### config.mk
export PLATFORM = sky130hd
export DESIGN_NAME = corner_tap_code_matcher_top
export DESIGN_NICKNAME = d
export VERILOG_FILES = /design/src/rtl/core/ctcm_pkg.sv /design/src/rtl/core/corner_tap_code_matcher_top.sv /design/src/rtl/core/ctcm_zone.sv /design/src/rtl/core/ctcm_sym_cell.sv /design/src/rtl/core/ctcm_match_cell.sv
export SDC_FILE = /design/constraint.sdc
export NUM_CORES = 1
export LEC_CHECK = 0
export BUFFER_PORTS_ARGS = -buffer_cell sky130_fd_sc_hd__buf_4
export CORE_MARGIN = 4
export CORE_UTILIZATION = 52
export CTS_BUF_LIST = sky130_fd_sc_hd__clkbuf_8
export DETAILED_ROUTE_END_ITERATION = 7
export PLACE_DENSITY = 0.75
export SLEW_MARGIN = 10
export SYNTH_ARGS = -nofsm -noshare
export SYNTH_HDL_FRONTEND = slang
export SYNTH_SLANG_ARGS = --single-unit
### constraint.sdc
create_clock -name clk -period 4.65 [get_ports clk]
set_input_delay 0.2325 -clock clk [delete_from_list [all_inputs] [get_ports clk]]
set_output_delay 0.2325 -clock clk [all_outputs]
set_load 0.02 [all_outputs]
### src/rtl/core/ctcm_pkg.sv
// Package for the corner tap code matcher.
// Holds field widths, register indexes, zone codes and reset values.
// No dependencies.
package ctcm_pkg;

    localparam int COORD_W     = 12;
    localparam int SIZE_W      = 11;
    localparam int SYM_W       = 2;
    localparam int ENTRY_W     = 12;
    localparam int MAX_CODES   = 5;
    localparam int TABLE_W     = ENTRY_W * MAX_CODES;
    localparam int ZONE_W      = 3;
    localparam int COUNT_W     = 3;
    localparam int CFG_IDX_W   = 3;
    localparam int CFG_DATA_W  = TABLE_W;

    localparam int CODE_LENGTH_DEFAULT = 6;
    localparam int NUM_CODES_DEFAULT   = 5;

    localparam logic [ZONE_W-1:0] ZONE_TOP_LEFT     = 3'd0;
    localparam logic [ZONE_W-1:0] ZONE_TOP_RIGHT    = 3'd1;
    localparam logic [ZONE_W-1:0] ZONE_BOTTOM_LEFT  = 3'd2;
    localparam logic [ZONE_W-1:0] ZONE_BOTTOM_RIGHT = 3'd3;
    localparam logic [ZONE_W-1:0] ZONE_NONE         = 3'd4;

    localparam logic [CFG_IDX_W-1:0] REG_SCREEN_WIDTH  = 3'd0;
    localparam logic [CFG_IDX_W-1:0] REG_SCREEN_HEIGHT = 3'd1;
    localparam logic [CFG_IDX_W-1:0] REG_CORNER_SIZE   = 3'd2;
    localparam logic [CFG_IDX_W-1:0] REG_UNLOCK_CODE   = 3'd3;
    localparam logic [CFG_IDX_W-1:0] REG_CODE_TABLE    = 3'd4;
    localparam logic [CFG_IDX_W-1:0] REG_CODE_VALID    = 3'd5;

    localparam logic [COORD_W-1:0]   SCREEN_WIDTH_RESET  = 12'd1024;
    localparam logic [COORD_W-1:0]   SCREEN_HEIGHT_RESET = 12'd600;
    localparam logic [SIZE_W-1:0]    CORNER_SIZE_RESET   = 11'd100;
    localparam logic [ENTRY_W-1:0]   UNLOCK_CODE_RESET   = 12'd2640;
    localparam logic [TABLE_W-1:0]   CODE_TABLE_RESET    = 60'd382829093777113168;
    localparam logic [MAX_CODES-1:0] CODE_VALID_RESET    = 5'd31;

endpackage

### src/rtl/core/corner_tap_code_matcher_top.sv
// Top level of the corner tap code matcher.
// Depends on ctcm_pkg, ctcm_zone, ctcm_sym_cell and ctcm_match_cell.
//
// Usage:
//   Taps arrive on the input channel (in_valid/in_ready, tap_x, tap_y).
//   Each tap gives exactly one result item on the output channel
//   (out_valid/out_ready): the zone hit, the symbols held, clear, launch
//   and unlock flags, the enabled flag and the match mask.
//   The result is registered: it is in the output register the cycle after
//   the tap is taken. One tap is taken every cycle while the receiver keeps
//   taking results; the figure is set by the single output register, which
//   is reloaded in the same cycle it is read. Symbols shift through a chain
//   of CODE_LENGTH-1 cells, and the last symbol of a code is compared
//   together with the chain contents. When the receiver stalls, the result
//   holds and in_ready drops until the result is taken.
//   Reset empties the symbol chain, locks the block and loads the default
//   screen, zone size, unlock code and code table. Configuration writes
//   (cfg_we, cfg_index, cfg_data) take effect at the clock edge; unknown
//   indexes are ignored. Once unlocked, the block stays enabled until reset.
module corner_tap_code_matcher_top
    import ctcm_pkg::*;
#(
    parameter int CODE_LENGTH = CODE_LENGTH_DEFAULT,
    parameter int NUM_CODES   = NUM_CODES_DEFAULT
)
(
    input  logic                  clk,
    input  logic                  rst_n,

    input  logic                  cfg_we,
    input  logic [CFG_IDX_W-1:0]  cfg_index,
    input  logic [CFG_DATA_W-1:0] cfg_data,

    input  logic                  in_valid,
    output logic                  in_ready,
    input  logic [COORD_W-1:0]    tap_x,
    input  logic [COORD_W-1:0]    tap_y,

    output logic                  out_valid,
    input  logic                  out_ready,
    output logic [ZONE_W-1:0]     corner_hit,
    output logic [COUNT_W-1:0]    held_count,
    output logic                  code_cleared,
    output logic                  code_launched,
    output logic                  newly_unlocked,
    output logic                  is_enabled,
    output logic [MAX_CODES-1:0]  match_mask
);

    localparam int CODE_W = SYM_W * CODE_LENGTH;
    localparam int CHAIN  = (CODE_LENGTH > 1) ? CODE_LENGTH - 1 : 1;
    localparam logic [COUNT_W-1:0] LAST_COUNT = COUNT_W'(CODE_LENGTH - 1);

    // Configuration registers.
    logic [COORD_W-1:0]   screen_width_reg;
    logic [COORD_W-1:0]   screen_height_reg;
    logic [SIZE_W-1:0]    corner_size_reg;
    logic [ENTRY_W-1:0]   unlock_code_reg;
    logic [TABLE_W-1:0]   code_table_reg;
    logic [MAX_CODES-1:0] code_valid_reg;

    always_ff @(posedge clk or negedge rst_n)
    begin
        if (!rst_n)
        begin
            screen_width_reg  <= SCREEN_WIDTH_RESET;
            screen_height_reg <= SCREEN_HEIGHT_RESET;
            corner_size_reg   <= CORNER_SIZE_RESET;
            unlock_code_reg   <= UNLOCK_CODE_RESET;
            code_table_reg    <= CODE_TABLE_RESET;
            code_valid_reg    <= CODE_VALID_RESET;
        end
        else if (cfg_we)
        begin
            case (cfg_index)
                REG_SCREEN_WIDTH:  screen_width_reg  <= cfg_data[COORD_W-1:0];
                REG_SCREEN_HEIGHT: screen_height_reg <= cfg_data[COORD_W-1:0];
                REG_CORNER_SIZE:   corner_size_reg   <= cfg_data[SIZE_W-1:0];
                REG_UNLOCK_CODE:   unlock_code_reg   <= cfg_data[ENTRY_W-1:0];
                REG_CODE_TABLE:    code_table_reg    <= cfg_data[TABLE_W-1:0];
                REG_CODE_VALID:    code_valid_reg    <= cfg_data[MAX_CODES-1:0];
                default: ;
            endcase
        end
    end

    // Handshake and zone test.
    logic              accept;
    logic [ZONE_W-1:0] zone;

    assign in_ready = !out_valid || out_ready;
    assign accept   = in_valid && in_ready;

    ctcm_zone u_zone (
        .tap_x         (tap_x),
        .tap_y         (tap_y),
        .screen_width  (screen_width_reg),
        .screen_height (screen_height_reg),
        .corner_size   (corner_size_reg),
        .zone          (zone)
    );

    // Tap decode and symbol chain.
    logic               is_clear;
    logic               is_symbol;
    logic               launch;
    logic [SYM_W-1:0]   new_sym;
    logic [COUNT_W-1:0] count_reg;
    logic [COUNT_W-1:0] count_next;
    logic               enabled_reg;
    logic               enabled_next;
    logic [SYM_W-1:0]   chain_q [CHAIN];
    logic [CODE_W-1:0]  code;
    logic [CODE_W-1:0]  unlock_cmp;
    logic               unlock_hit;
    logic [MAX_CODES-1:0] hits;

    assign is_clear  = accept && (zone == ZONE_BOTTOM_RIGHT);
    assign is_symbol = accept && (zone != ZONE_BOTTOM_RIGHT) && (zone != ZONE_NONE);
    assign launch    = is_symbol && (count_reg == LAST_COUNT);
    assign new_sym   = zone[SYM_W-1:0];

    // Each cell takes its upper neighbor; the top cell takes the new symbol.
    for (genvar i = 0; i < CHAIN; i++)
    begin : g_chain
        logic [SYM_W-1:0] feed;
        if (i == CHAIN - 1)
        begin : g_top
            assign feed = new_sym;
        end
        else
        begin : g_mid
            assign feed = chain_q[i+1];
        end
        ctcm_sym_cell u_cell (
            .clk      (clk),
            .rst_n    (rst_n),
            .shift_en (is_symbol),
            .clear    (is_clear || launch),
            .sym_in   (feed),
            .sym_out  (chain_q[i])
        );
    end

    // Completed code: chain holds the first symbols, oldest in cell 0.
    always_comb
    begin
        code = '0;
        for (int i = 0; i < CODE_LENGTH - 1; i++)
            code[SYM_W*i +: SYM_W] = chain_q[i];
        code[SYM_W*(CODE_LENGTH-1) +: SYM_W] = new_sym;
    end

    assign unlock_cmp = unlock_code_reg[CODE_W-1:0];
    assign unlock_hit = (unlock_cmp == code);

    for (genvar k = 0; k < MAX_CODES; k++)
    begin : g_match
        if (k < NUM_CODES)
        begin : g_used
            ctcm_match_cell #(
                .CODE_W (CODE_W)
            ) u_match (
                .entry       (code_table_reg[ENTRY_W*k +: CODE_W]),
                .entry_valid (code_valid_reg[k]),
                .code        (code),
                .hit         (hits[k])
            );
        end
        else
        begin : g_unused
            assign hits[k] = 1'b0;
        end
    end

    always_comb
    begin
        count_next   = count_reg;
        enabled_next = enabled_reg;
        if (is_clear || launch)
            count_next = '0;
        else if (is_symbol)
            count_next = count_reg + COUNT_W'(1);
        if (launch && !enabled_reg && unlock_hit)
            enabled_next = 1'b1;
    end

    always_ff @(posedge clk or negedge rst_n)
    begin
        if (!rst_n)
        begin
            count_reg   <= '0;
            enabled_reg <= 1'b0;
        end
        else
        begin
            count_reg   <= count_next;
            enabled_reg <= enabled_next;
        end
    end

    // Output register.
    logic                 out_valid_reg;
    logic                 out_valid_next;
    logic [ZONE_W-1:0]    corner_hit_reg;
    logic [COUNT_W-1:0]   held_count_reg;
    logic                 cleared_reg;
    logic                 launched_reg;
    logic                 unlocked_reg;
    logic                 is_enabled_reg;
    logic [MAX_CODES-1:0] mask_reg;

    assign out_valid_next = accept || (out_valid_reg && !out_ready);

    always_ff @(posedge clk or negedge rst_n)
    begin
        if (!rst_n)
            out_valid_reg <= 1'b0;
        else
            out_valid_reg <= out_valid_next;
    end

    always_ff @(posedge clk)
    begin
        if (accept)
        begin
            corner_hit_reg <= zone;
            held_count_reg <= count_next;
            cleared_reg    <= is_clear;
            launched_reg   <= launch;
            unlocked_reg   <= launch && !enabled_reg && unlock_hit;
            is_enabled_reg <= enabled_next;
            mask_reg       <= (launch && enabled_reg) ? hits : '0;
        end
    end

    assign out_valid      = out_valid_reg;
    assign corner_hit     = corner_hit_reg;
    assign held_count     = held_count_reg;
    assign code_cleared   = cleared_reg;
    assign code_launched  = launched_reg;
    assign newly_unlocked = unlocked_reg;
    assign is_enabled     = is_enabled_reg;
    assign match_mask     = mask_reg;

    // The enabled flag never drops once set.
    a_enabled_sticky: assert property (@(posedge clk) disable iff (!rst_n)
        enabled_reg |=> enabled_reg)
        else $error("enabled flag dropped");

    // The held count never reaches the code length.
    a_count_range: assert property (@(posedge clk) disable iff (!rst_n)
        count_reg < COUNT_W'(CODE_LENGTH) || CODE_LENGTH == 0)
        else $error("symbol count out of range");

    // An unlocking launch reports no matches and leaves the block enabled.
    a_unlock_result: assert property (@(posedge clk) disable iff (!rst_n)
        (out_valid && newly_unlocked) |->
            (is_enabled && match_mask == '0 && code_launched && held_count == '0))
        else $error("inconsistent unlock result");

    // A launch or clear always empties the buffer.
    a_empty_after: assert property (@(posedge clk) disable iff (!rst_n)
        accept && (is_clear || launch) |=> count_reg == '0)
        else $error("buffer not emptied");

endmodule

### src/rtl/core/ctcm_zone.sv
// Corner zone hit test for one tap against the four configured corners.
// Depends on ctcm_pkg.
module ctcm_zone
    import ctcm_pkg::*;
(
    input  logic [COORD_W-1:0] tap_x,
    input  logic [COORD_W-1:0] tap_y,
    input  logic [COORD_W-1:0] screen_width,
    input  logic [COORD_W-1:0] screen_height,
    input  logic [SIZE_W-1:0]  corner_size,
    output logic [ZONE_W-1:0]  zone
);

    // Origins of the right and bottom zones may be negative.
    logic signed [COORD_W:0] right_x;
    logic signed [COORD_W:0] bottom_y;
    logic signed [COORD_W:0] xs;
    logic signed [COORD_W:0] ys;
    logic left_in;
    logic right_in;
    logic top_in;
    logic bottom_in;

    always_comb
    begin
        right_x  = $signed({1'b0, screen_width}) - $signed({2'b00, corner_size});
        bottom_y = $signed({1'b0, screen_height}) - $signed({2'b00, corner_size});
        xs = $signed({1'b0, tap_x});
        ys = $signed({1'b0, tap_y});
        // The far edge of a right or bottom zone is the screen edge itself.
        left_in   = (tap_x != '0) && (tap_x < {1'b0, corner_size});
        top_in    = (tap_y != '0) && (tap_y < {1'b0, corner_size});
        right_in  = (xs > right_x) && (tap_x < screen_width);
        bottom_in = (ys > bottom_y) && (tap_y < screen_height);

        if (left_in && top_in)
            zone = ZONE_TOP_LEFT;
        else if (right_in && top_in)
            zone = ZONE_TOP_RIGHT;
        else if (left_in && bottom_in)
            zone = ZONE_BOTTOM_LEFT;
        else if (right_in && bottom_in)
            zone = ZONE_BOTTOM_RIGHT;
        else
            zone = ZONE_NONE;
    end

endmodule

### src/rtl/core/ctcm_sym_cell.sv
// One cell of the entered-symbol shift chain.
// Depends on ctcm_pkg.
module ctcm_sym_cell
    import ctcm_pkg::*;
(
    input  logic             clk,
    input  logic             rst_n,
    input  logic             shift_en,
    input  logic             clear,
    input  logic [SYM_W-1:0] sym_in,
    output logic [SYM_W-1:0] sym_out
);

    logic [SYM_W-1:0] sym_reg;
    logic [SYM_W-1:0] sym_next;

    always_comb
    begin
        sym_next = sym_reg;
        if (clear)
            sym_next = '0;
        else if (shift_en)
            sym_next = sym_in;
    end

    always_ff @(posedge clk or negedge rst_n)
    begin
        if (!rst_n)
            sym_reg <= '0;
        else
            sym_reg <= sym_next;
    end

    assign sym_out = sym_reg;

endmodule

### src/rtl/core/ctcm_match_cell.sv
// Compare cell for one registered code entry.
// Depends on ctcm_pkg.
module ctcm_match_cell
    import ctcm_pkg::*;
#(
    parameter int CODE_W = 2 * CODE_LENGTH_DEFAULT
)
(
    input  logic [CODE_W-1:0] entry,
    input  logic              entry_valid,
    input  logic [CODE_W-1:0] code,
    output logic              hit
);

    assign hit = entry_valid && (entry == code);

endmodule

==> results.py <==
metrics = {
    "outcome": {
        "status": "complete, no violations",
    },
    "die": {
        "ios": 109,
        "rows": 47,
        "die-area_mm2": 0.0194,
        "core_mm2": 0.0167,
        "fp.dieH_um": 139,
        "initial_core_util_pct": 53.6,
        "die_w_um": 139,
    },
    "power_and_ir_drop": {
        "p_sw_mw": 2.16,
        "power_mw": 5.40,
        "intPower_mw": 3.24,
        "power.density_mw_per_mm2": 493,
        "clock_power_share_pct": 17.6,
        "p_leak_nw": 4.85,
        "pwr-share-seq_pct": 35.6,
        "max-vdd-ir-drop_uv": 268,
        "pwr-share-comb_pct": 46.8,
        "p_sw_share_pct": 40.0,
    },
    "placement": {
        "place_hpwl_um": 16800,
        "place.gp.congestion": 0.966,
        "portBuffers": 108,
    },
    "setup_path": {
        "critical-path-max-stage-delay_ns": 0.52,
        "rr_endpoint": "g_chain[1].u_cell.sym_out[1]",
        "worstPathArrival_ns": 4.76,
        "critPathSlowestCell": "dfstp_2",
        "path_max_fanout": 9,
        "crit_buf_inv": 3,
        "regToRegStartpoint": "corner_size_reg[2]",
        "cp-start-kind": "flip-flop",
        "reg2regPathDepth": 20,
        "worstPathCellList": "inv_1 -> ha_4 -> nor2b_4 -> o31a_1 -> o31a_1 -> o21a_1 -> nor2_2 -> o21bai_1 -> a21oi_1 -> xnor2_1 -> ha_1 -> a2111o_1 -> a21oi_1 -> a211o_1 -> a211oi_2 -> o31ai_4 -> buf_4 -> buf_12 -> mux2i_2 -> nor2_2",
        "critical_path.top_delay_family": "compound AO/OA/AOI/OAI gates",
        "crit_path_end_kind": "flip-flop",
        "rrSetupSlack_ns": 0.22,
        "worstSetupPathType": "reg2reg",
        "required_ns": 4.98,
    },
    "logic_synthesis": {
        "synth-adder-area-share_pct": 13.0,
        "ys.flop_type": "dfrtp_1",
        "syn_inst": 833,
        "ys_ff_latch": 142,
        "synth_top_family_by_area": "adder cells",
        "synth_xor_area_share_pct": 8.61,
        "syn_area_per_cell_um2": 10.7,
        "syn_nets": 1017,
        "ys_warn_count": 0,
        "synth_area_mm2": 0.00895,
        "synth-simple-area-share_pct": 11.2,
        "ys_seq_area_share_pct": 41.0,
        "synth_cell_type_count": 63,
        "synth_compound_area_share_pct": 12.3,
        "synth_edf_count": 15,
        "async_flop_share_pct": 89.4,
        "muxShareOfSynthArea_pct": 10.7,
    },
    "cells_and_area": {
        "syn_to_final_growth_pct": 22.6,
        "nets": 1180,
        "drive_gt1_share_pct": 29.5,
        "mostFrequentLayoutCell": "buf_4",
        "fillers": 1316,
        "n_antenna_cell": 0,
        "largest_reg_flops": 60,
        "layout_common_cells": "119 x buf_4, 94 x dfrtp_1, 89 x ha_1, 78 x mux2_2, 57 x xnor2_1",
    },
    "clock_network": {
        "cts.htree.levels": 4,
        "cts_tree": "built",
        "clkTransAtPathRegs_ns": 0.08,
        "clock_sinks": 142,
        "cts_made_buffers": 17,
        "cts_max_path_buffers": 2,
        "clk_latency_ns": 0.45,
        "cts-root-buf": "clkbuf_8",
    },
    "routing": {
        "drt.antenna.violating_nets": 0,
        "dr.pass1.iters": 5,
        "vias": 6942,
        "drt-vias-per-instance": 5.65,
        "drcViolationCount": 0,
        "routed_wl_um": 23300,
        "wl_per_cell_um": 18.9,
        "drt_iter0_markers": 654,
    },
    "sta": {
        "post-route-min-period_ns": 4.43,
        "post-route-period-util_pct": 95.3,
        "setup_viol": 0,
        "slew_viol_final": 0,
        "clock_skew_ns": 0.0128,
        "fin_setup_tns_ns": 0,
        "max_clock_freq_ghz": 0.226,
        "worst_pin_slew_ns": 0.826,
        "finalHoldViolCount": 0,
        "slew_headroom_pct": 44.9,
    },
    "min_path": {
        "whs_endpoint": "code_table_reg[59]",
        "hp-class": "in2reg",
        "holdCritStartpoint": "cfg_data[59]",
        "holdPathStages": 2,
    },
    "global_route": {
        "grt_usage_pct": 24.5,
        "antenna_found_initial": 0,
        "overflow": 0,
        "grt_pass1_vias": 6975,
        "grt_pass1_wl_um": 37700,
        "grt_max_degree": 61,
    },
    "run": {
        "cap_violations": 0,
    },
}
[power by group through the flow]
stage	clock network, mW	logic (mW)	registers (mW)
after floorplan	0	1.91	1.76
after global placement	0	2.32	1.93
after detailed placement	0	2.38	1.94
after CTS	0.967	2.43	1.92
after global routing	1.02	2.81	1.96
final	0.949	2.53	1.92
[synth_stat cells, types with 14 or more instances]
cell type  number  area share [%]
a21oi_1        20             1.1
clkbuf_1       22            0.92
dfrtp_1        95              27
dfstp_2        32             9.4
edfxtp_1       15             5.0
ha_1           90              13
inv_1          47             2.0
mux2_2         78             9.8
nand2_1        56             2.3
nand4_1        20             1.4
nor2_1         29             1.2
nor3_1         14            0.78
o21a_1         15             1.3
o21ai_0        51             2.9
xnor2_1        57             5.6
xor2_1         31             3.0
[cell type report]
type                    count  area, µm²  area share [%]
inverters                  47        176            1.61
repair buffers            170       1420            12.9
well taps                 220        275            2.51
clock buffers              17        234            2.13
flip-flops and latches    142       3670            33.5
clock inverters            15        136            1.24
multi-input cells         618       5060            46.1
[per-layer routing]
metal / track usage [%] / wire length, µm / up-vias
li1: - / - / 3314
met1: 34.1 / 10500 / 3359
met2: 38.1 / 10700 / 229
met3: 6.83 / 1620 / 40
met4: 6.54 / 488 / 0
met5: 0 / 0 / -
[what timing repair did]
action,CTS,global route
hold buffers,45,3
buffers inserted,0,3
resized for setup,0,13
endpoints found under the setup margin,0,23
hold endpoints to repair,88,3
[metrics by stage]
| stage | cell area (µm²) | setup WS [ns] | cells | utilization (%) | hold slack (ns) |
|---|---|---|---|---|---|
| 6_report | 11000 | 0.219 | 1229 | 65.7 | 0.0296 |
| 2_1_floorplan | 8950 | 0.341 | 833 | - | -0.0631 |
| 5_1_grt | 11000 | -0.0264 | 1229 | 65.7 | -0.00122 |
| 3_5_place_dp | 10000 | 0.0779 | 1146 | 60.0 | 0.384 |
| 3_3_place_gp | 10000 | 0.169 | 1146 | 60.0 | 0.380 |
| 4_1_cts | 10800 | 0.0428 | 1223 | 65.0 | 0.000429 |
[how the worst max path moves through the flow]
stage / slack [ns] / endpoint / depth (start not counted) / from
3_5_place_dp: 0.08 / g_chain[1].u_cell.sym_out[1] / 19 / corner_size_reg[2]
3_3_place_gp: 0.17 / g_chain[0].u_cell.sym_out[1] / 19 / corner_size_reg[2]
4_1_cts: 0.04 / g_chain[1].u_cell.sym_out[1] / 19 / corner_size_reg[2]
6_report: 0.22 / g_chain[1].u_cell.sym_out[1] / 20 / corner_size_reg[2]
2_1_floorplan: 0.34 / held_count[0] / 19 / corner_size_reg[2]
5_1_grt: -0.03 / g_chain[1].u_cell.sym_out[1] / 20 / corner_size_reg[0]
[kinds of logic after synthesis]
logic type,Yosys count
AO/OA/AOI/OAI,160
adder cells (fa/ha/maj),92
buffers and inverters,73
multiplexers,86
AND/OR/NAND/NOR,192
XOR/XNOR,88
flip-flops,142
Power figures use the tool's default switching activity.
